--- src/hdl/msd_pkg.sv ---
// ----------------------------------------------------------------------------
// Moving-average spike detector package
// Shared widths, register indexes and the controller/datapath link types.
// ----------------------------------------------------------------------------
package msd_pkg;

  // Field widths of the channels and registers.
  localparam int unsigned SAMPLE_W   = 12;
  localparam int unsigned MULT_W     = 10;
  localparam int unsigned MINAVG_W   = 12;
  localparam int unsigned AVG_W      = 16;
  localparam int unsigned FILL_W     = 5;
  localparam int unsigned CFG_DATA_W = 12;
  localparam int unsigned CFG_IDX_W  = 2;

  // Default window length.
  localparam int unsigned WINDOW_DEFAULT = 16;

  // Configuration register indexes and reset values.
  localparam logic [CFG_IDX_W-1:0] CFG_SPIKE_MULT = 2'd0;
  localparam logic [CFG_IDX_W-1:0] CFG_MIN_AVG    = 2'd1;
  localparam logic [MULT_W-1:0]    SPIKE_MULT_RST = 10'd384;
  localparam logic [MINAVG_W-1:0]  MIN_AVG_RST    = 12'd0;

  // Commands from the controller to the datapath.
  typedef struct packed {
    logic capture;   // latch the incoming sample
    logic update;    // update ring, total, slot and fill count
    logic mult;      // form the alert products and start the divider
    logic div_step;  // one restoring division step
    logic load_out;  // load the result register
  } msd_cmd_t;

  // Status from the datapath to the controller.
  typedef struct packed {
    logic div_done;  // all quotient bits produced
  } msd_sts_t;

endpackage

--- src/hdl/msd_in_if.sv ---
// ----------------------------------------------------------------------------
// Sample channel
// Valid/ready channel carrying one ADC sample per transaction.
// ----------------------------------------------------------------------------
interface msd_in_if
  import msd_pkg::*;
  ();
  logic                valid;
  logic                ready;
  logic [SAMPLE_W-1:0] sample;

  modport source (output valid, output sample, input ready);
  modport sink   (input valid, input sample, output ready);
endinterface

--- src/hdl/msd_out_if.sv ---
// ----------------------------------------------------------------------------
// Result channel
// Valid/ready channel carrying the average and alert flags per transaction.
// ----------------------------------------------------------------------------
interface msd_out_if
  import msd_pkg::*;
  ();
  logic              valid;
  logic              ready;
  logic [AVG_W-1:0]  average_q4;
  logic              spike_alert;
  logic              warming_up;
  logic [FILL_W-1:0] fill_count;
  logic              sample_taken;

  modport source (output valid, output average_q4, output spike_alert,
                  output warming_up, output fill_count, output sample_taken,
                  input ready);
  modport sink   (input valid, input average_q4, input spike_alert,
                  input warming_up, input fill_count, input sample_taken,
                  output ready);
endinterface

--- src/hdl/msd_ram.sv ---
// ----------------------------------------------------------------------------
// Generic RAM
// One write port and one read port with registered read data.
// ----------------------------------------------------------------------------
module msd_ram #(
  parameter int unsigned WIDTH = 12,
  parameter int unsigned DEPTH = 16,
  localparam int unsigned AW   = (DEPTH > 1) ? $clog2(DEPTH) : 1
) (
  input  logic             clk,
  input  logic             we,
  input  logic [AW-1:0]    waddr,
  input  logic [WIDTH-1:0] wdata,
  input  logic [AW-1:0]    raddr,
  output logic [WIDTH-1:0] rdata
);

  logic [WIDTH-1:0] mem [DEPTH];
  logic [WIDTH-1:0] rdata_r;

  // Write and registered read.
  always_ff @(posedge clk) begin
    if (we) begin
      mem[waddr] <= wdata;
    end
    rdata_r <= mem[raddr];
  end

  assign rdata = rdata_r;

endmodule

--- src/hdl/msd_ctrl.sv ---
// ----------------------------------------------------------------------------
// Spike detector controller
// Sequences read, update, multiply and divide steps for one sample at a time.
// ----------------------------------------------------------------------------
module msd_ctrl
  import msd_pkg::*;
(
  input  logic     clk,
  input  logic     rst_n,
  input  logic     in_valid,
  output logic     in_ready,
  output logic     out_valid,
  input  logic     out_ready,
  output msd_cmd_t cmd,
  input  msd_sts_t sts
);

  typedef enum logic [3:0] {
    ST_IDLE = 4'b0001,
    ST_READ = 4'b0010,
    ST_MULT = 4'b0100,
    ST_DIV  = 4'b1000
  } state_t;

  state_t state_r, state_nxt;
  logic   out_valid_r, out_valid_nxt;
  logic   slot_free;

  // The result register may be reloaded once its transaction has gone.
  assign slot_free = !out_valid_r || out_ready;

  // Next state and commands.
  always_comb begin
    state_nxt = state_r;
    cmd       = '0;
    in_ready  = 1'b0;
    unique case (state_r)
      ST_IDLE: begin
        in_ready    = 1'b1;
        cmd.capture = in_valid;
        if (in_valid) begin
          state_nxt = ST_READ;
        end
      end
      ST_READ: begin
        cmd.update = 1'b1;
        state_nxt  = ST_MULT;
      end
      ST_MULT: begin
        cmd.mult  = 1'b1;
        state_nxt = ST_DIV;
      end
      ST_DIV: begin
        if (!sts.div_done) begin
          cmd.div_step = 1'b1;
        end else if (slot_free) begin
          cmd.load_out = 1'b1;
          state_nxt    = ST_IDLE;
        end
      end
      default: begin
        state_nxt = ST_IDLE;
      end
    endcase
  end

  // Result valid flag.
  always_comb begin
    out_valid_nxt = out_valid_r;
    if (cmd.load_out) begin
      out_valid_nxt = 1'b1;
    end else if (out_ready) begin
      out_valid_nxt = 1'b0;
    end
  end

  always_ff @(posedge clk) begin
    if (!rst_n) begin
      state_r     <= ST_IDLE;
      out_valid_r <= 1'b0;
    end else begin
      state_r     <= state_nxt;
      out_valid_r <= out_valid_nxt;
    end
  end

  assign out_valid = out_valid_r;

endmodule

--- src/hdl/msd_dp.sv ---
// ----------------------------------------------------------------------------
// Spike detector datapath
// Sample ring, running total, alert products and a restoring divider.
// ----------------------------------------------------------------------------
module msd_dp
  import msd_pkg::*;
#(
  parameter int unsigned WINDOW = WINDOW_DEFAULT
) (
  input  logic                  clk,
  input  logic                  rst_n,
  input  logic                  cfg_we,
  input  logic [CFG_IDX_W-1:0]  cfg_index,
  input  logic [CFG_DATA_W-1:0] cfg_data,
  input  logic [SAMPLE_W-1:0]   in_sample,
  input  msd_cmd_t              cmd,
  output msd_sts_t              sts,
  output logic [AVG_W-1:0]      average_q4,
  output logic                  spike_alert,
  output logic                  warming_up,
  output logic [FILL_W-1:0]     fill_count,
  output logic                  sample_taken
);

  localparam int unsigned SW   = $clog2(WINDOW);
  localparam int unsigned CW   = $clog2(WINDOW + 1);
  localparam int unsigned TW   = SAMPLE_W + SW;
  localparam int unsigned DW   = TW + 4;
  localparam int unsigned CNW  = $clog2(DW + 1);
  localparam int unsigned LW   = SAMPLE_W + CW;
  localparam int unsigned RW   = TW + MULT_W;
  localparam int unsigned CMPW = (LW + 8 > RW) ? LW + 8 : RW;
  localparam int unsigned FW   = MINAVG_W + CW;
  localparam logic [SW-1:0]  LastSlot = SW'(WINDOW - 1);
  localparam logic [CW-1:0]  FullK    = CW'(WINDOW);
  localparam logic [CNW-1:0] DivSteps = CNW'(DW);

  // Configuration registers.
  logic [MULT_W-1:0]   mult_r, mult_nxt;
  logic [MINAVG_W-1:0] min_avg_r, min_avg_nxt;

  // Window state.
  logic [TW-1:0] total_r, total_nxt;
  logic [SW-1:0] slot_r, slot_nxt;
  logic [CW-1:0] filled_r, filled_nxt;

  // Per-item working registers.
  logic [SAMPLE_W-1:0] sample_r;
  logic                taken_r;
  logic [LW-1:0]       lhs_r;
  logic [RW-1:0]       rhs_r;
  logic [FW-1:0]       floor_r;
  logic [CW-1:0]       rem_r, rem_nxt;
  logic [DW-1:0]       quo_r, quo_nxt;
  logic [CNW-1:0]      cnt_r, cnt_nxt;

  // Result register.
  logic [AVG_W-1:0]  avg_out_r;
  logic              alert_out_r;
  logic              warm_out_r;
  logic [FILL_W-1:0] fill_out_r;
  logic              taken_out_r;

  logic [SAMPLE_W-1:0] ring_rdata;
  logic [SAMPLE_W-1:0] old_sample;
  logic                take;
  logic                ring_we;
  logic [CW:0]         rem_sh;
  logic                rem_ge;
  logic                alert;

  // Configuration writes; unknown indexes are dropped.
  always_comb begin
    mult_nxt    = mult_r;
    min_avg_nxt = min_avg_r;
    if (cfg_we) begin
      unique case (cfg_index)
        CFG_SPIKE_MULT: mult_nxt    = MULT_W'(cfg_data);
        CFG_MIN_AVG:    min_avg_nxt = MINAVG_W'(cfg_data);
        default: begin
        end
      endcase
    end
  end

  // Sample ring, read at the write slot while idle.
  msd_ram #(
    .WIDTH(SAMPLE_W),
    .DEPTH(WINDOW)
  ) u_ring (
    .clk  (clk),
    .we   (ring_we),
    .waddr(slot_r),
    .wdata(sample_r),
    .raddr(slot_r),
    .rdata(ring_rdata)
  );

  // A slot not yet written since reset reads as zero: until the window
  // has filled, the slot being replaced has never been written.
  assign old_sample = (filled_r == FullK) ? ring_rdata : '0;
  assign take       = (sample_r != '0);
  assign ring_we    = cmd.update && take;

  // Window update for a nonzero sample.
  always_comb begin
    total_nxt  = total_r;
    slot_nxt   = slot_r;
    filled_nxt = filled_r;
    if (ring_we) begin
      total_nxt = total_r - TW'(old_sample) + TW'(sample_r);
      slot_nxt  = (slot_r == LastSlot) ? '0 : slot_r + 1'b1;
      if (filled_r != FullK) begin
        filled_nxt = filled_r + 1'b1;
      end
    end
  end

  // Restoring division of total * 16 by the fill count, one bit a step.
  assign rem_sh = {rem_r, quo_r[DW-1]};
  assign rem_ge = (rem_sh >= (CW + 1)'(filled_r));

  always_comb begin
    rem_nxt = rem_r;
    quo_nxt = quo_r;
    cnt_nxt = cnt_r;
    if (cmd.mult) begin
      rem_nxt = '0;
      quo_nxt = {total_r, 4'b0000};
      cnt_nxt = '0;
    end else if (cmd.div_step) begin
      rem_nxt = rem_ge ? CW'(rem_sh - (CW + 1)'(filled_r)) : CW'(rem_sh);
      quo_nxt = {quo_r[DW-2:0], rem_ge};
      cnt_nxt = cnt_r + 1'b1;
    end
  end

  assign sts.div_done = (cnt_r == DivSteps);

  // Alert: sample * 256 * WINDOW above total * multiplier, total above
  // the minimum level times WINDOW, and the window full.
  assign alert = (filled_r == FullK)
              && (CMPW'({lhs_r, 8'b0}) > CMPW'(rhs_r))
              && (FW'(total_r) > floor_r);

  // Control state and configuration.
  always_ff @(posedge clk) begin
    if (!rst_n) begin
      mult_r    <= SPIKE_MULT_RST;
      min_avg_r <= MIN_AVG_RST;
      total_r   <= '0;
      slot_r    <= '0;
      filled_r  <= '0;
      cnt_r     <= '0;
    end else begin
      mult_r    <= mult_nxt;
      min_avg_r <= min_avg_nxt;
      total_r   <= total_nxt;
      slot_r    <= slot_nxt;
      filled_r  <= filled_nxt;
      cnt_r     <= cnt_nxt;
    end
  end

  // Payload registers.
  always_ff @(posedge clk) begin
    if (cmd.capture) begin
      sample_r <= in_sample;
    end
    if (cmd.update) begin
      taken_r <= take;
    end
    if (cmd.mult) begin
      lhs_r   <= LW'(sample_r) * LW'(WINDOW);
      rhs_r   <= RW'(total_r) * RW'(mult_r);
      floor_r <= FW'(min_avg_r) * FW'(WINDOW);
    end
    rem_r <= rem_nxt;
    quo_r <= quo_nxt;
    if (cmd.load_out) begin
      avg_out_r   <= (filled_r == '0) ? '0 : AVG_W'(quo_r);
      alert_out_r <= alert;
      warm_out_r  <= (filled_r != FullK);
      fill_out_r  <= FILL_W'(filled_r);
      taken_out_r <= taken_r;
    end
  end

  assign average_q4   = avg_out_r;
  assign spike_alert  = alert_out_r;
  assign warming_up   = warm_out_r;
  assign fill_count   = fill_out_r;
  assign sample_taken = taken_out_r;

endmodule

--- src/hdl/moving_average_spike_detector.sv ---
// Each sample is worked on alone: the controller updates the window, forms
// the alert products and runs the bit-serial divider for D = 16 + log2(WINDOW)
// steps (D = 20), then loads the result and only then takes the next sample.
// A result not yet taken blocks the next sample once the divider finishes.
// Reset (rst_n, synchronous, active low) empties the window at once and sets
// the multiplier to 1.5 and the minimum average to zero.
// ----------------------------------------------------------------------------
// Moving-average spike detector
// Windowed average of ADC samples in Q.4 with a scaled-average spike alert.
// ----------------------------------------------------------------------------
module moving_average_spike_detector
  import msd_pkg::*;
#(
  parameter int unsigned WINDOW = WINDOW_DEFAULT
) (
  input  logic                  clk,
  input  logic                  rst_n,
  input  logic                  cfg_we,
  input  logic [CFG_IDX_W-1:0]  cfg_index,
  input  logic [CFG_DATA_W-1:0] cfg_data,
  msd_in_if.sink                in_ch,
  msd_out_if.source             out_ch
);

  msd_cmd_t cmd;
  msd_sts_t sts;
  logic     in_ready;
  logic     out_valid;

  // Sequencer.
  msd_ctrl u_ctrl (
    .clk      (clk),
    .rst_n    (rst_n),
    .in_valid (in_ch.valid),
    .in_ready (in_ready),
    .out_valid(out_valid),
    .out_ready(out_ch.ready),
    .cmd      (cmd),
    .sts      (sts)
  );

  // Arithmetic and storage.
  msd_dp #(
    .WINDOW(WINDOW)
  ) u_dp (
    .clk         (clk),
    .rst_n       (rst_n),
    .cfg_we      (cfg_we),
    .cfg_index   (cfg_index),
    .cfg_data    (cfg_data),
    .in_sample   (in_ch.sample),
    .cmd         (cmd),
    .sts         (sts),
    .average_q4  (out_ch.average_q4),
    .spike_alert (out_ch.spike_alert),
    .warming_up  (out_ch.warming_up),
    .fill_count  (out_ch.fill_count),
    .sample_taken(out_ch.sample_taken)
  );

  assign in_ch.ready  = in_ready;
  assign out_ch.valid = out_valid;

`ifndef SYNTHESIS
  // The result register is only loaded once the quotient is complete.
  a_load_after_div: assert property (@(posedge clk) disable iff (!rst_n)
    cmd.load_out |-> sts.div_done)
    else $error("result loaded before division finished");

  // No sample is taken while an earlier one is still being worked on.
  a_one_in_flight: assert property (@(posedge clk) disable iff (!rst_n)
    (in_ch.valid && in_ready) |=> !in_ready)
    else $error("sample accepted while busy");

  // An alert needs a full window.
  a_alert_full: assert property (@(posedge clk) disable iff (!rst_n)
    (out_valid && out_ch.spike_alert) |-> !out_ch.warming_up)
    else $error("alert raised during warm-up");

  // A zero sample can never raise an alert.
  a_alert_taken: assert property (@(posedge clk) disable iff (!rst_n)
    (out_valid && !out_ch.sample_taken) |-> !out_ch.spike_alert)
    else $error("alert raised for a zero sample");
`endif

endmodule
--- src/flat_wrapper.sv ---
// flat-port wrapper written by rule: the top's interface ports become plain ports
module moving_average_spike_detector_flat import msd_pkg::*;
#(
  parameter int unsigned WINDOW = WINDOW_DEFAULT
)
  (clk, rst_n, cfg_we, cfg_index, cfg_data, in_ch_valid, in_ch_sample, in_ch_ready, out_ch_valid, out_ch_average_q4, out_ch_spike_alert, out_ch_warming_up, out_ch_fill_count, out_ch_sample_taken, out_ch_ready);
  msd_in_if in_ch_i ();
  msd_out_if out_ch_i ();
  input  logic clk;
  input  logic rst_n;
  input  logic cfg_we;
  input  logic [CFG_IDX_W-1:0] cfg_index;
  input  logic [CFG_DATA_W-1:0] cfg_data;
  input wire logic [$bits(in_ch_i.valid)-1:0] in_ch_valid;
  input wire logic [$bits(in_ch_i.sample)-1:0] in_ch_sample;
  output wire logic [$bits(in_ch_i.ready)-1:0] in_ch_ready;
  output wire logic [$bits(out_ch_i.valid)-1:0] out_ch_valid;
  output wire logic [$bits(out_ch_i.average_q4)-1:0] out_ch_average_q4;
  output wire logic [$bits(out_ch_i.spike_alert)-1:0] out_ch_spike_alert;
  output wire logic [$bits(out_ch_i.warming_up)-1:0] out_ch_warming_up;
  output wire logic [$bits(out_ch_i.fill_count)-1:0] out_ch_fill_count;
  output wire logic [$bits(out_ch_i.sample_taken)-1:0] out_ch_sample_taken;
  input wire logic [$bits(out_ch_i.ready)-1:0] out_ch_ready;
  assign in_ch_i.valid = in_ch_valid;
  assign in_ch_i.sample = in_ch_sample;
  assign in_ch_ready = in_ch_i.ready;
  assign out_ch_valid = out_ch_i.valid;
  assign out_ch_average_q4 = out_ch_i.average_q4;
  assign out_ch_spike_alert = out_ch_i.spike_alert;
  assign out_ch_warming_up = out_ch_i.warming_up;
  assign out_ch_fill_count = out_ch_i.fill_count;
  assign out_ch_sample_taken = out_ch_i.sample_taken;
  assign out_ch_i.ready = out_ch_ready;
  moving_average_spike_detector #(.WINDOW(WINDOW)) u_core (.clk(clk), .rst_n(rst_n), .cfg_we(cfg_we), .cfg_index(cfg_index), .cfg_data(cfg_data), .in_ch(in_ch_i), .out_ch(out_ch_i));
endmodule
--- config.mk ---
export PLATFORM = sky130hd
export DESIGN_NAME = moving_average_spike_detector_flat
export DESIGN_NICKNAME = d
export VERILOG_FILES = /design/src/hdl/msd_pkg.sv /design/src/hdl/msd_in_if.sv /design/src/hdl/msd_out_if.sv /design/src/hdl/msd_ram.sv /design/src/hdl/msd_ctrl.sv /design/src/hdl/msd_dp.sv /design/src/hdl/moving_average_spike_detector.sv /design/src/flat_wrapper.sv
export SDC_FILE = /design/constraint.sdc
export NUM_CORES = 1
export LEC_CHECK = 0
export ABC_AREA = 1
export BUFFER_PORTS_ARGS = -buffer_cell sky130_fd_sc_hd__buf_2
export CAP_MARGIN = 10
export CORE_MARGIN = 1
export CORE_UTILIZATION = 40
export CTS_BUF_LIST = sky130_fd_sc_hd__clkbuf_2
export DETAILED_ROUTE_END_ITERATION = 12
export GPL_TIMING_DRIVEN = 0
export PLACE_DENSITY = 0.63
export SYNTH_ARGS = -nofsm -noshare
export SYNTH_HDL_FRONTEND = slang
export SYNTH_SLANG_ARGS = --single-unit
--- constraint.sdc ---
create_clock -name clk -period 11.4 [get_ports clk]
set_input_delay 1.14 -clock clk [delete_from_list [all_inputs] [get_ports clk]]
set_output_delay 1.14 -clock clk [all_outputs]
set_load 0.02 [all_outputs]
* Yosys cells after proc, flatten, opt, wreduce, memory -nomap -nowiden
Memory sizes are Yosys's and may differ from the RTL's. A register that Yosys moved wholly into a read port is not among the register bits.
Cells that the tools add are included.
W data, S select, Z words.
** Word-level totals
- Register bits :: 169
- Bits in writable memories :: 192
- Bits of input ports :: 31
- Word-level logic and storage cells :: 81
- Memories kept :: 1
** Memory list
- u_core.u_dp.u_ring.mem :: depth 16, bits a word 12, read ports 1, clocked after Yosys merged registers in 1, wr ports 1, line msd_ram.sv:18 : logic [WIDTH-1:0] mem [DEPTH];
** Cells by class
- Add/sub/neg operators :: 6
- $mul :: 1
- Magnitude comparators :: 3
- Eq/ne operators :: 12
- Mux-type cells :: 21
- Bitwise logic cells :: 1
- Reductions and logical operators :: 15
** Operators with widths (number)
- $mux W20 :: 2
- $gt A24 B26 Y1 :: 1
- $mul A16 B10 Y26 :: 1
- $add A16 B12 Y16 :: 1
- $gt A16 B16 Y1 :: 1
- $mux W4 :: 4
- $pmux W4 S4 :: 1
- $sub A16 B12 Y16 :: 1
- $mux W12 :: 1
- $reduce_bool A12 Y1 :: 1
- $mux W1 :: 11
- $add A5 B1 Y5 const B :: 2
- $eq A5 B5 Y1 const B :: 2
- $eq A4 B4 Y1 const B :: 2
- $ge A6 B5 Y1 :: 1
- $ne A2 B2 Y1 const B :: 3
- $reduce_and A2 Y1 :: 3
- $logic_not A5 Y1 :: 1
- $mux W5 :: 1
- $ne A5 B5 Y1 const B :: 1
- $sub A5 B5 Y5 :: 1
- $add A4 B1 Y4 const B :: 1
- $eq A4 B1 Y1 const B :: 1
- $eq A4 B2 Y1 const B :: 1
- 11 further kinds :: 14

* Logic depth before layout (Yosys ltp)
Gate-level depths: netlist of the first run.
- Depth in word-level cells :: 7
- Depth in mapped cells :: 24

* Cells and area by module
Synthesis of the first run repeated with hierarchy kept, for this count alone.
** Unflattened totals
- Cell total of the unflattened synthesis :: 2543
- Area total of the unflattened synthesis :: 22444.0 um2
** Modules (own cells, without submodules)
- msd_dp :: instances 1, cells an instance 1687, area an instance 13613.1 um2, sequential area each 4314.1 um2
- msd_ram :: instances 1, cells an instance 813, area an instance 8562.0 um2, sequential area each 6005.8 um2
- msd_ctrl :: instances 1, cells an instance 43, area an instance 269.0 um2, sequential area each 100.1 um2

* Least setup slack after synthesis of the first run
OpenSTA, ideal clock, no wires.
- Path kind :: register to register
- Start point :: register u_core.u_dp.mult_r[3]
- End point :: register u_core.u_dp.rhs_r[21] (data pin)
- Library setup time :: 253 ps
- Data arrival time :: 4644 ps
- Required time :: 11147 ps
- Slack :: 6503 ps
- Cell stages (with the launch flop) :: 21
- Path buffers :: 2
- Period minus slack after synthesis :: 4897 ps
- Cell sequence :: dfxtp_1 -> clkbuf_1 -> clkbuf_1 -> nand2_1 -> fa_1 -> inv_1 -> fa_1 -> inv_1 -> fa_1 -> inv_1 -> fa_1 -> inv_1 -> fa_1 -> inv_1 -> ha_1 -> a21oi_1 -> a21boi_0 -> o21ai_0 -> nand3_1 -> nand2_1 -> nand2_1
** On the way
- Word-level cells in the longest chain between the ends :: 1
** Ends and longest elaborated chain
- start, declared :: line msd_dp.sv:39 : logic [MULT_W-1:0] mult_r, mult_nxt;
- start signal, assigned :: line msd_dp.sv:156 : mult_r <= mult_nxt;
- $mul A16 B10 Y26 :: line msd_dp.sv:175 : rhs_r <= RW'(total_r) * RW'(mult_r);
- end signal, assigned :: line msd_dp.sv:175
- end, declared :: line msd_dp.sv:51 : logic [RW-1:0] rhs_r;
No other way between the ends.
A chain may end at the register's enable or synchronous reset.

* Final worst setup path of the first run
- Start point :: register u_core.u_dp.mult_r[9]
- End point :: register u_core.u_dp.rhs_r[21] (data pin)
The elaborated chain is that of the path after synthesis.

==> flow_summary.html, run 1 <==
<table>
<tr><th>Metric</th><th>Value</th></tr>
<tr><th colspan="2">Worst setup path</th></tr>
<tr><td>R2R Path Start</td><td>u_core.u_dp.mult_r[9]</td></tr>
<tr><td>Required time at the worst-slack endpoint</td><td>between 10 and 15 ns</td></tr>
<tr><td>Crit path max-delay cell type</td><td>sky130_fd_sc_hd__clkbuf_1</td></tr>
<tr><td>Crit Path Class</td><td>reg -&gt; reg</td></tr>
<tr><td>Worst reg2reg endpoint</td><td>u_core.u_dp.rhs_r[21]</td></tr>
<tr><td>Setup crit end kind</td><td>register</td></tr>
<tr><td>Register-to-Register Setup Slack</td><td>about 5.5 ns</td></tr>
<tr><td>Worst EP arrival</td><td>about 6.6 ns</td></tr>
<tr><td>Longest individual stage delay on the worst path</td><td>between 0.5 and 0.6 ns</td></tr>
<tr><td>Critical Path, Cell by Cell</td><td>clkbuf_1 &gt; clkbuf_1 &gt; nand2_1 &gt; inv_1 &gt; fa_1 &gt; fa_1 &gt; fa_1 &gt; fa_1 &gt; inv_1 &gt; fa_1 &gt; inv_1 &gt; ha_1 &gt; nand2_1 &gt; inv_1 &gt; a21oi_1 &gt; inv_1 &gt; o21ai_0 &gt; nand3_1 &gt; nand2_1 &gt; nand2_1</td></tr>
<tr><td>CP Buf/Inv Count</td><td>7</td></tr>
<tr><td>Cell depth of the worst flop-to-flop path</td><td>20</td></tr>
<tr><td>Kind of launch point of the worst setup path</td><td>register</td></tr>
<tr><td>Critical path's top delay family</td><td>adder cells</td></tr>
<tr><td>Largest fanout of any net on the critical path</td><td>10</td></tr>
<tr><th colspan="2">Cells and area</th></tr>
<tr><td>Area Overhead vs Synth</td><td>9.80%</td></tr>
<tr><td>Layout net count</td><td>around 2700</td></tr>
<tr><td>Share of final-layout standard cells stronger than drive strength 1</td><td>0.0964</td></tr>
<tr><th colspan="2">Logic synthesis</th></tr>
<tr><td>Combined area of all synthesized cells</td><td>approximately 22000 um2</td></tr>
<tr><td>Post-synthesis adder-cell area fraction</td><td>0.180</td></tr>
<tr><td>Share of flip-flops with an asynchronous set or reset</td><td>0</td></tr>
<tr><td>Net count of the mapped netlist</td><td>around 2600</td></tr>
<tr><td>Xor and xnor fraction of the mapped netlist area</td><td>0.0114</td></tr>
<tr><td>Count of yosys warnings during synthesis</td><td>0</td></tr>
<tr><td>Sequential share of the synthesized area</td><td>0.483</td></tr>
<tr><td>Number of enable flip-flop cells after synthesis</td><td>between 200 and 300</td></tr>
<tr><td>Flops &amp; latches, synth</td><td>373</td></tr>
<tr><td>Main combinational cell family by area after synthesis</td><td>adder cells</td></tr>
<tr><td>Compound-cell area share of the yosys netlist</td><td>0.0760</td></tr>
<tr><td>Share of synthesized area spent on multiplexers</td><td>0</td></tr>
<tr><td>Post-synth top flop</td><td>sky130_fd_sc_hd__edfxtp_1</td></tr>
<tr><td>Synth Area in Simple Gates</td><td>0.159</td></tr>
<tr><td>Avg Inst Size Synth</td><td>9.38 um2</td></tr>
<tr><td>Synth Instances</td><td>between 2000 and 2500</td></tr>
<tr><td>Unique cell type count in the Yosys netlist</td><td>35</td></tr>
<tr><th colspan="2">CTS</th></tr>
<tr><td>Total of hold buffers inserted after clock tree synthesis</td><td>0</td></tr>
<tr><td>CTS Sinks</td><td>373</td></tr>
<tr><td>Clock root cell</td><td>sky130_fd_sc_hd__clkbuf_2</td></tr>
<tr><td>Number of setup buffers added after CTS</td><td>0</td></tr>
<tr><td>TritonCTS clock tree</td><td>built</td></tr>
<tr><td>Worst skew pair latency</td><td>1.05 ns</td></tr>
<tr><td>Number of CTS-inserted buffers</td><td>90</td></tr>
<tr><td>Clock buffer depth</td><td>3</td></tr>
<tr><td># H-tree levels</td><td>3</td></tr>
<tr><td>CTS clock-pin slew for the worst setup and hold paths</td><td>0.11 ns</td></tr>
<tr><td>Post-CTS sizing</td><td>0</td></tr>
<tr><th colspan="2">Detailed routing</th></tr>
<tr><td>Detailed-route DRC error count</td><td>20</td></tr>
<tr><td>Via density per instance</td><td>about 4.9</td></tr>
<tr><td>Detailed Route WL</td><td>between 50 and 60 mm</td></tr>
<tr><td>Antenna Violating Nets Remaining</td><td>0</td></tr>
<tr><td>Pre-Repair DR Iteration Count</td><td>10</td></tr>
<tr><td>Number of design-rule violations left by the first detailed-router iteration</td><td>1174</td></tr>
<tr><td>Average wire per cell in the routed design</td><td>roughly 16 um</td></tr>
<tr><td>Detailed-route via count</td><td>around 16000</td></tr>
<tr><th colspan="2">STA</th></tr>
<tr><td>RSZ-0062 raised after global routing</td><td>no</td></tr>
<tr><td>Final critical-path required period</td><td>~5.9 ns</td></tr>
<tr><td>Worst Setup Slack, final</td><td>5.54 ns</td></tr>
<tr><td>Maximum clock rate</td><td>between 150 and 200 MHz</td></tr>
<tr><td>Final clock period utilization by the worst path</td><td>0.514</td></tr>
<tr><td>Setup TNS Final</td><td>0 ns</td></tr>
<tr><td>Pin slew with the least headroom to its limit</td><td>approximately 1.2 ns</td></tr>
<tr><td>Max-slew violations</td><td>0</td></tr>
<tr><td>Worst hold slack</td><td>about 0.29 ns</td></tr>
<tr><td>Worst Clk Skew</td><td>0.0869 ns</td></tr>
<tr><td>Rel. slew slack</td><td>0.190</td></tr>
<tr><td>Final hold violation count</td><td>0</td></tr>
<tr><td>Setup-violating endpoint count in the final report</td><td>0</td></tr>
<tr><th colspan="2">Run</th></tr>
<tr><td>Number of max-cap violations</td><td>0</td></tr>
<tr><th colspan="2">Outcome</th></tr>
<tr><td>Violated checks</td><td>design-rule violations</td></tr>
<tr><td>Result of the run</td><td>complete, but fails checks</td></tr>
<tr><th colspan="2">Die</th></tr>
<tr><td>Die ar.</td><td>54900 um2</td></tr>
<tr><td>Die H</td><td>about 230 um</td></tr>
<tr><td>Starting density of the core</td><td>0.407</td></tr>
<tr><td>Floorplan row count</td><td>84</td></tr>
<tr><td>Core area</td><td>approximately 53000 um2</td></tr>
<tr><td>Chip Width</td><td>roughly 230 um</td></tr>
<tr><td>Number of top-level pins</td><td>57</td></tr>
<tr><th colspan="2">Global route</th></tr>
<tr><td>Antenna violations before repair</td><td>2</td></tr>
<tr><td>Grt total ovfl</td><td>0</td></tr>
<tr><td>Wire length of the first global-routing pass</td><td>roughly 83 mm</td></tr>
<tr><td>Vias in the first global route</td><td>16000</td></tr>
<tr><td>Gr usage total</td><td>0.197</td></tr>
<tr><td>Largest net degree at the start of global routing</td><td>23</td></tr>
<tr><th colspan="2">Pwr</th></tr>
<tr><td>Static Leakage</td><td>between 10 and 15 nW</td></tr>
<tr><td>P per Cell Area</td><td>roughly 120 nW/um2</td></tr>
<tr><td>Maximum resistive drop on vdd</td><td>52.7 uV</td></tr>
<tr><th colspan="2">Place</th></tr>
<tr><td>Routability cong.</td><td>~0.9</td></tr>
<tr><td>Total half-perimeter wirelength after legalization and detailed placement</td><td>~38 mm</td></tr>
<tr><td>Number of buffer cells added on primary ports</td><td>56</td></tr>
<tr><td>Worst setup slack before clock tree synthesis</td><td>about 5.6 ns</td></tr>
<tr><th colspan="2">Min path</th></tr>
<tr><td>Hold Path Depth</td><td>1</td></tr>
<tr><td>Terminating pin of the worst hold path</td><td>u_core.u_dp.sample_r[5]</td></tr>
<tr><td>Worst min-delay path startpoint</td><td>in_ch_sample[5]</td></tr>
<tr><td>Hold crit path type</td><td>in -&gt; reg</td></tr>
</table>
## registers in the layout, summed over array words and instances, names as in the netlist, 16 cells and up
name and count:
u_core.u_dp.average_q4 16, u_core.u_dp.quo_r 20, u_core.u_dp.rhs_r 26, u_core.u_dp.total_r 16
u_core.u_dp.u_ring.mem 192
## area by class of cell
| class | count | area, um2 |
|---|---|---|
| plain buffers | 91 | 384 |
| flip-flops and latches | 373 | 10400 |
| well taps | 688 | 861 |
| repair buffers | 64 | 378 |
| inverters | 419 | 1570 |
| clock buffers | 130 | 651 |
| fillers | 5234 | 29300 |
| diodes | 4 | 10.0 |
| clock inverters | 35 | 204 |
| multi-input cells | 1418 | 9210 |
## power by group
| part | switching, mW | internal [mW] |
|---|---|---|
| clock | 0.537 | 0.357 |
| sequential | 0.0346 | 1.49 |
| combinational | 0.212 | 0.106 |
| total | 0.784 | 1.96 |
## synth_stat cells, types with 2 or more instances
cell | n | area (um2)
sky130_fd_sc_hd__edfxtp_1 | 295 | 8860
sky130_fd_sc_hd__fa_1 | 123 | 2460
sky130_fd_sc_hd__nand4_1 | 30 | 188
sky130_fd_sc_hd__nand2_2 | 4 | 25.0
sky130_fd_sc_hd__ha_1 | 114 | 1430
sky130_fd_sc_hd__o21ai_1 | 5 | 25.0
sky130_fd_sc_hd__dfxtp_1 | 78 | 1560
sky130_fd_sc_hd__o21ai_0 | 168 | 841
sky130_fd_sc_hd__nor3_4 | 2 | 32.5
sky130_fd_sc_hd__xor2_1 | 20 | 175
sky130_fd_sc_hd__nor3_1 | 13 | 65.1
sky130_fd_sc_hd__or2_2 | 3 | 18.8
sky130_fd_sc_hd__clkinv_1 | 2 | 7.51
sky130_fd_sc_hd__o211ai_1 | 3 | 22.5
sky130_fd_sc_hd__inv_2 | 5 | 18.8
sky130_fd_sc_hd__inv_1 | 412 | 1550
sky130_fd_sc_hd__o21bai_1 | 3 | 22.5
sky130_fd_sc_hd__clkbuf_1 | 75 | 282
sky130_fd_sc_hd__a21oi_1 | 75 | 375
sky130_fd_sc_hd__a21o_1 | 2 | 15.0
sky130_fd_sc_hd__nand3_1 | 61 | 305
sky130_fd_sc_hd__buf_6 | 2 | 22.5
sky130_fd_sc_hd__o21a_1 | 3 | 22.5
sky130_fd_sc_hd__nor3_2 | 5 | 50.1
sky130_fd_sc_hd__nand2_1 | 474 | 1780
sky130_fd_sc_hd__buf_4 | 4 | 30.0
sky130_fd_sc_hd__o22ai_1 | 48 | 300
sky130_fd_sc_hd__buf_2 | 9 | 45.0
sky130_fd_sc_hd__nor2_1 | 248 | 931
sky130_fd_sc_hd__xnor2_1 | 8 | 70.1
sky130_fd_sc_hd__nand3b_1 | 2 | 15.0
sky130_fd_sc_hd__nor4_1 | 2 | 12.5
## metrics by stage
step | utilization | std cells | instance area [um2] | power (mW)
2_1_floorplan | - | 2301 | 21600 | 1.76
3_3_place_gp | 0.429 | 3045 | 22700 | 1.87
3_5_place_dp | 0.430 | 3050 | 22800 | 1.87
4_1_cts | 0.446 | 3215 | 23600 | 2.77
5_1_grt | 0.447 | 3221 | 23700 | 2.88
6_report | 0.447 | 3222 | 23700 | 2.74
## cells in the final DEF (no fill, tap or decap), types with 4 or more instances in the layout
master	instances
sky130_fd_sc_hd__ha_1	114
sky130_fd_sc_hd__o21ai_0	168
sky130_fd_sc_hd__clkbuf_2	131
sky130_fd_sc_hd__o22ai_1	48
sky130_fd_sc_hd__nand4_1	30
sky130_fd_sc_hd__nor3_2	6
sky130_fd_sc_hd__o21ai_1	5
sky130_fd_sc_hd__a21oi_1	75
sky130_fd_sc_hd__fa_1	123
sky130_fd_sc_hd__dfxtp_1	78
sky130_fd_sc_hd__nor3_1	12
sky130_fd_sc_hd__xor2_1	20
sky130_fd_sc_hd__nor2_1	246
sky130_fd_sc_hd__edfxtp_1	295
sky130_fd_sc_hd__inv_2	6
sky130_fd_sc_hd__nand2_1	474
sky130_fd_sc_hd__diode_2	4
sky130_fd_sc_hd__xnor2_1	8
sky130_fd_sc_hd__inv_1	412
sky130_fd_sc_hd__buf_6	6
sky130_fd_sc_hd__clkinv_1	26
sky130_fd_sc_hd__clkbuf_1	75
sky130_fd_sc_hd__nand3_1	61
sky130_fd_sc_hd__buf_4	5
sky130_fd_sc_hd__nand2_2	4
sky130_fd_sc_hd__clkinv_2	5
sky130_fd_sc_hd__buf_2	65
## worst register-to-register path: cells and delay by family (launching register included)
kind / cells / cell delay, ns
adders and majority gates: 6 / 2.92
buffers and inverters: 7 / 1.30
AOI/OAI and AO/OA: 2 / 0.60
and+or+nand+nor: 5 / 0.50
DFF: 1 / 0.32
## worst max-delay path by stage
stage / start / to / cells after the start
2_1_floorplan: u_core.u_dp.mult_r[3] / u_core.u_dp.rhs_r[21] / 20
3_3_place_gp: u_core.u_dp.mult_r[9] / u_core.u_dp.rhs_r[21] / 20
3_5_place_dp: u_core.u_dp.mult_r[9] / u_core.u_dp.rhs_r[21] / 20
4_1_cts: u_core.u_dp.mult_r[9] / u_core.u_dp.rhs_r[21] / 20
5_1_grt: u_core.u_dp.mult_r[8] / u_core.u_dp.rhs_r[19] / 19
6_report: u_core.u_dp.mult_r[9] / u_core.u_dp.rhs_r[21] / 20
## logic make-up (layout without fill, tap and decap cells)
family / count (synthesis) / count (layout)
simple gates: 844 / 844
buf+inv: 510 / 739
flops: 373 / 373
compound gates: 309 / 309
fa+ha+maj: 237 / 237
xor+xnor: 28 / 28
other cells: 0 / 4
## per-layer routing
metal,wire [um],part of all wire,global-route usage,vias up
met5,0,0,0,-
met1,22400,0.43,0.250,7634
met2,25400,0.49,0.332,476
met3,3350,0.064,0.0411,73
li1,-,-,-,7764
met4,978,0.019,0.0635,0
Note: power is estimated with default switching activity, not from simulation.
==> inputs of run 2 (changes only) <==
--- a/config.mk
+++ b/config.mk
@@ -13,7 +13,7 @@
 export CTS_BUF_LIST = sky130_fd_sc_hd__clkbuf_2
 export DETAILED_ROUTE_END_ITERATION = 12
 export GPL_TIMING_DRIVEN = 0
-export PLACE_DENSITY = 0.63
+export PLACE_DENSITY = 0.65
 export SYNTH_ARGS = -nofsm -noshare
 export SYNTH_HDL_FRONTEND = slang
 export SYNTH_SLANG_ARGS = --single-unit
==> constraint.sdc (replaced) <==
create_clock -name clk -period 4.8 [get_ports clk]
set_input_delay 0.48 -clock clk [delete_from_list [all_inputs] [get_ports clk]]
set_output_delay 0.48 -clock clk [all_outputs]
set_load 0.02 [all_outputs]
==> run 2 against run 1 <==
Against the previous run:
- the run still ends with design-rule violations left
- critical path depth is 2 lower
- power is 150% higher
- utilization is 3.0 points higher
- sequential share of layout area is 2.4 points lower
- largest cell class unchanged
- first-iteration DRC count is 5.5% higher
- clock power is 150% higher
- wire length is 8.1% higher
- largest power group unchanged
- sequential power is 140% higher
- design area is 6.7% higher
==> flow_summary.html, run 2 (synthesized netlist as in run 1, its figures left out) <==
<table>
<tr><th>Metric</th><th>Value</th></tr>
<tr><th colspan="2">Outcome</th></tr>
<tr><td>Result of the run</td><td>complete, but fails checks (unchanged)</td></tr>
<tr><td>Violated checks</td><td>design-rule violations (unchanged)</td></tr>
<tr><th colspan="2">Cells and area</th></tr>
<tr><td>Most flop-heavy register</td><td>u_core.u_dp.u_ring.mem (unchanged)</td></tr>
<tr><td>Final core area utilization</td><td>0.477 (was 0.447)</td></tr>
<tr><td>Most used cells in the layout excluding fill and tap cells</td><td>450 x sky130_fd_sc_hd__nand2_1, 395 x sky130_fd_sc_hd__inv_1, 295 x sky130_fd_sc_hd__edfxtp_1 (was 474 x sky130_fd_sc_hd__nand2_1, 412 x sky130_fd_sc_hd__inv_1, 295 x sky130_fd_sc_hd__edfxtp_1)</td></tr>
<tr><td>Count of fill cells added during filler insertion</td><td>4953 (was 5234)</td></tr>
<tr><td>Most common library cell in the layout ignoring fill and taps</td><td>sky130_fd_sc_hd__nand2_1 (unchanged)</td></tr>
<tr><td>Top flop regs</td><td>u_core.u_dp.u_ring.mem: 192 flops, u_core.u_dp.rhs_r: 26 flops, u_core.u_dp.quo_r: 20 flops (unchanged)</td></tr>
<tr><td>Finished Cell Area</td><td>25300 um2 (was 23700 um2)</td></tr>
<tr><td>Layout net count</td><td>2805 (was 2725)</td></tr>
<tr><td>Flip-flop count of the largest register after layout</td><td>192 (unchanged)</td></tr>
<tr><td>Share of final-layout standard cells stronger than drive strength 1</td><td>0.160 (was 0.0964)</td></tr>
<tr><td>Area Overhead vs Synth</td><td>17.1% (was 9.80%)</td></tr>
<tr><td>Number of standard cells in the layout, taps in and fillers out</td><td>3297 (was 3222)</td></tr>
<tr><th colspan="2">Worst setup path</th></tr>
<tr><td>Worst reg2reg endpoint</td><td>u_core.u_dp.rhs_r[22] (was u_core.u_dp.rhs_r[21])</td></tr>
<tr><td>Cell depth of the worst flop-to-flop path</td><td>18 (was 20)</td></tr>
<tr><td>Register-to-Register Setup Slack</td><td>0.10 ns (was 5.54 ns)</td></tr>
<tr><td>R2R Path Start</td><td>u_core.u_dp.mult_r[9] (unchanged)</td></tr>
<tr><td>Required time at the worst-slack endpoint</td><td>5.61 ns (was 12.15 ns)</td></tr>
<tr><td>Kind of launch point of the worst setup path</td><td>register (unchanged)</td></tr>
<tr><td>Critical Path Start</td><td>u_core.u_dp.mult_r[9] (unchanged)</td></tr>
<tr><td>Largest fanout of any net on the critical path</td><td>5 (was 10)</td></tr>
<tr><td>Worst EP arrival</td><td>5.50 ns (was 6.61 ns)</td></tr>
<tr><td>Crit Path Class</td><td>reg -&gt; reg (unchanged)</td></tr>
<tr><td>Setup crit end kind</td><td>register (unchanged)</td></tr>
<tr><th colspan="2">Detailed routing</th></tr>
<tr><td>Via density per instance</td><td>5.04 (was 4.95)</td></tr>
<tr><td>Detailed-route via count</td><td>16600 (was 15900)</td></tr>
<tr><td>Detailed-route DRC error count</td><td>8 (was 20)</td></tr>
<tr><td>Detailed Route WL</td><td>56.3 mm (was 52.1 mm)</td></tr>
<tr><td>Number of design-rule violations left by the first detailed-router iteration</td><td>1238 (was 1174)</td></tr>
<tr><td>Antenna Violating Nets Remaining</td><td>0 (unchanged)</td></tr>
<tr><td>Average wire per cell in the routed design</td><td>17.1 um (was 16.2 um)</td></tr>
<tr><td>Pre-Repair DR Iteration Count</td><td>10 (unchanged)</td></tr>
<tr><th colspan="2">CTS</th></tr>
<tr><td>Worst skew pair latency</td><td>1.09 ns (was 1.05 ns)</td></tr>
<tr><td>Clock buffer depth</td><td>3 (unchanged)</td></tr>
<tr><td>CTS Sinks</td><td>373 (unchanged)</td></tr>
<tr><td>CTS clock-pin slew for the worst setup and hold paths</td><td>0.11 ns (about the same)</td></tr>
<tr><td># H-tree levels</td><td>3 (unchanged)</td></tr>
<tr><td>Number of CTS-inserted buffers</td><td>92 (was 90)</td></tr>
<tr><td>Clock root cell</td><td>sky130_fd_sc_hd__clkbuf_2 (unchanged)</td></tr>
<tr><td>TritonCTS clock tree</td><td>built (unchanged)</td></tr>
<tr><th colspan="2">Global route</th></tr>
<tr><td>Vias in the first global route</td><td>16700 (was 16000)</td></tr>
<tr><td>Wire length of the first global-routing pass</td><td>87.5 mm (was 83.2 mm)</td></tr>
<tr><td>Largest net degree at the start of global routing</td><td>24 (was 23)</td></tr>
<tr><td>Gr usage total</td><td>0.206 (was 0.197)</td></tr>
<tr><td>Grt total ovfl</td><td>0 (unchanged)</td></tr>
<tr><td>Antenna violations before repair</td><td>1 (was 2)</td></tr>
<tr><th colspan="2">STA</th></tr>
<tr><td>Max-slew violations</td><td>0 (unchanged)</td></tr>
<tr><td>Maximum clock rate</td><td>213 MHz (was 171 MHz)</td></tr>
<tr><td>Rel. slew slack</td><td>0.147 (was 0.190)</td></tr>
<tr><td>Final clock period utilization by the worst path</td><td>0.979 (was 0.514)</td></tr>
<tr><td>Worst Clk Skew</td><td>0.108 ns (was 0.0869 ns)</td></tr>
<tr><td>Setup-violating endpoint count in the final report</td><td>0 (unchanged)</td></tr>
<tr><td>Worst hold slack</td><td>0.141 ns (was 0.286 ns)</td></tr>
<tr><td>Final hold violation count</td><td>0 (unchanged)</td></tr>
<tr><td>Final critical-path required period</td><td>4.70 ns (was 5.86 ns)</td></tr>
<tr><td>Worst Setup Slack, final</td><td>0.102 ns (was 5.54 ns)</td></tr>
<tr><td>Pin slew with the least headroom to its limit</td><td>1.27 ns (was 1.21 ns)</td></tr>
<tr><td>RSZ-0062 raised after global routing</td><td>yes (was no)</td></tr>
<tr><td>Setup TNS Final</td><td>0 ns (unchanged)</td></tr>
<tr><th colspan="2">Run</th></tr>
<tr><td>Number of max-cap violations</td><td>0 (unchanged)</td></tr>
<tr><th colspan="2">Min path</th></tr>
<tr><td>Hold Path Depth</td><td>2 (was 1)</td></tr>
<tr><td>Worst min-delay path startpoint</td><td>in_ch_sample[5] (unchanged)</td></tr>
<tr><td>Terminating pin of the worst hold path</td><td>u_core.u_dp.sample_r[5] (unchanged)</td></tr>
<tr><td>Hold crit path type</td><td>in -&gt; reg (unchanged)</td></tr>
<tr><th colspan="2">Place</th></tr>
<tr><td>Total half-perimeter wirelength after legalization and detailed placement</td><td>38.9 mm (was 38.5 mm)</td></tr>
<tr><td>Routability cong.</td><td>0.933 (was 0.900)</td></tr>
<tr><td>Inst Count DP</td><td>3050 (unchanged)</td></tr>
<tr><td>Dpl cell area</td><td>22800 um2 (about the same)</td></tr>
<tr><td>Worst setup slack before clock tree synthesis</td><td>-0.861 ns (was 5.64 ns)</td></tr>
<tr><td>Number of buffer cells added on primary ports</td><td>56 (unchanged)</td></tr>
<tr><th colspan="2">Pwr</th></tr>
<tr><td>Final total power</td><td>6.74 mW (was 2.74 mW)</td></tr>
<tr><td>Static Leakage</td><td>11.8 nW (was 11.1 nW)</td></tr>
<tr><td>P per Cell Area</td><td>267 nW/um2 (was 116 nW/um2)</td></tr>
<tr><td>Maximum resistive drop on vdd</td><td>149 uV (was 52.7 uV)</td></tr>
<tr><th colspan="2">Die</th></tr>
<tr><td>Core area</td><td>53000 um2 (unchanged)</td></tr>
<tr><td>Floorplan row count</td><td>84 (unchanged)</td></tr>
<tr><td>Number of top-level pins</td><td>57 (unchanged)</td></tr>
<tr><td>Starting density of the core</td><td>0.407 (unchanged)</td></tr>
<tr><td>Chip Width</td><td>234 um (unchanged)</td></tr>
<tr><td>Die H</td><td>234 um (unchanged)</td></tr>
<tr><td>Die ar.</td><td>54900 um2 (unchanged)</td></tr>
</table>
run 2: cell count changes in the layout (fill, tap and decap cells not counted), sizes merged, moves of 3 or more:
cell	before	now
buf	79	130
dlygate4sd3	0	53
inv	420	417
clkinvlp	1	4
diode	4	1
clkbuf	206	181
run 2: how the worst max path moves through the flow:
| stage | endpoint | slack (ns) | cells past startpoint |
|---|---|---|---|
| 5_1_grt | u_core.u_dp.rhs_r[21] | -0.03 | 19 |
| 4_1_cts | u_core.u_dp.rhs_r[21] | -0.03 | 19 |
| 3_5_place_dp | u_core.u_dp.rhs_r[21] | -0.86 | 20 |
| 6_report | u_core.u_dp.rhs_r[22] | 0.10 | 18 |
| 2_1_floorplan | u_core.u_dp.rhs_r[19] | 0.005 | 19 |
| 3_3_place_gp | u_core.u_dp.rhs_r[21] | -0.87 | 20 |
run 2: layout make-up:
class | count | area, um2 | area share
antenna | 1 | 2.50 | 0.0000991
buffer | 74 | 517 | 0.0205
clock buffer | 131 | 656 | 0.0260
clock inverter | 34 | 240 | 0.00951
inverter | 419 | 1570 | 0.0623
multi-input combinational | 1418 | 9560 | 0.378
sequential | 373 | 10500 | 0.416
tap | 688 | 861 | 0.0341
timing repair buffer | 159 | 1350 | 0.0535
run 2: what timing repair did:
| item | CTS | global route |
|---|---|---|
| gates resized for setup | 125 | 111 |
| endpoints found under the hold margin | 64 | 0 |
| setup endpoints to repair | 18 | 15 |
| cloned | 0 | 3 |
| pin swaps | 15 | 63 |
| hold buffers | 53 | 0 |
| setup buffers | 16 | 22 |
run 2: power by group:
group	switching, mW	total, mW	leakage, nW	internal, mW
Sequential	0.0994	3.64	3.35	3.54
Combinational	0.530	0.870	7.77	0.340
Clock	1.32	2.23	0.651	0.909
Total	1.95	6.74	11.8	4.79
run 2: critical path, cell delays in order (launching register included):
cell,delay [ns]
sky130_fd_sc_hd__dfxtp_4,0.39
sky130_fd_sc_hd__clkbuf_16,0.17
sky130_fd_sc_hd__nand2_4,0.06
sky130_fd_sc_hd__inv_2,0.04
sky130_fd_sc_hd__fa_1,0.49
sky130_fd_sc_hd__fa_1,0.53
sky130_fd_sc_hd__fa_1,0.51
sky130_fd_sc_hd__fa_1,0.58
sky130_fd_sc_hd__inv_2,0.05
sky130_fd_sc_hd__fa_1,0.51
sky130_fd_sc_hd__inv_2,0.05
sky130_fd_sc_hd__ha_4,0.30
sky130_fd_sc_hd__nand2_1,0.10
sky130_fd_sc_hd__nor2_2,0.16
sky130_fd_sc_hd__inv_1,0.08
sky130_fd_sc_hd__nor2_1,0.11
sky130_fd_sc_hd__nand4_1,0.14
sky130_fd_sc_hd__nand4_1,0.12
sky130_fd_sc_hd__nand2_1,0.08
run 2: routing by layer:
layer	global-route usage	share of wire	vias up
met5	0	0	-
met4	0.0720	0.021	0
met3	0.0370	0.067	91
met2	0.351	0.49	545
met1	0.263	0.42	8055
li1	-	-	7920
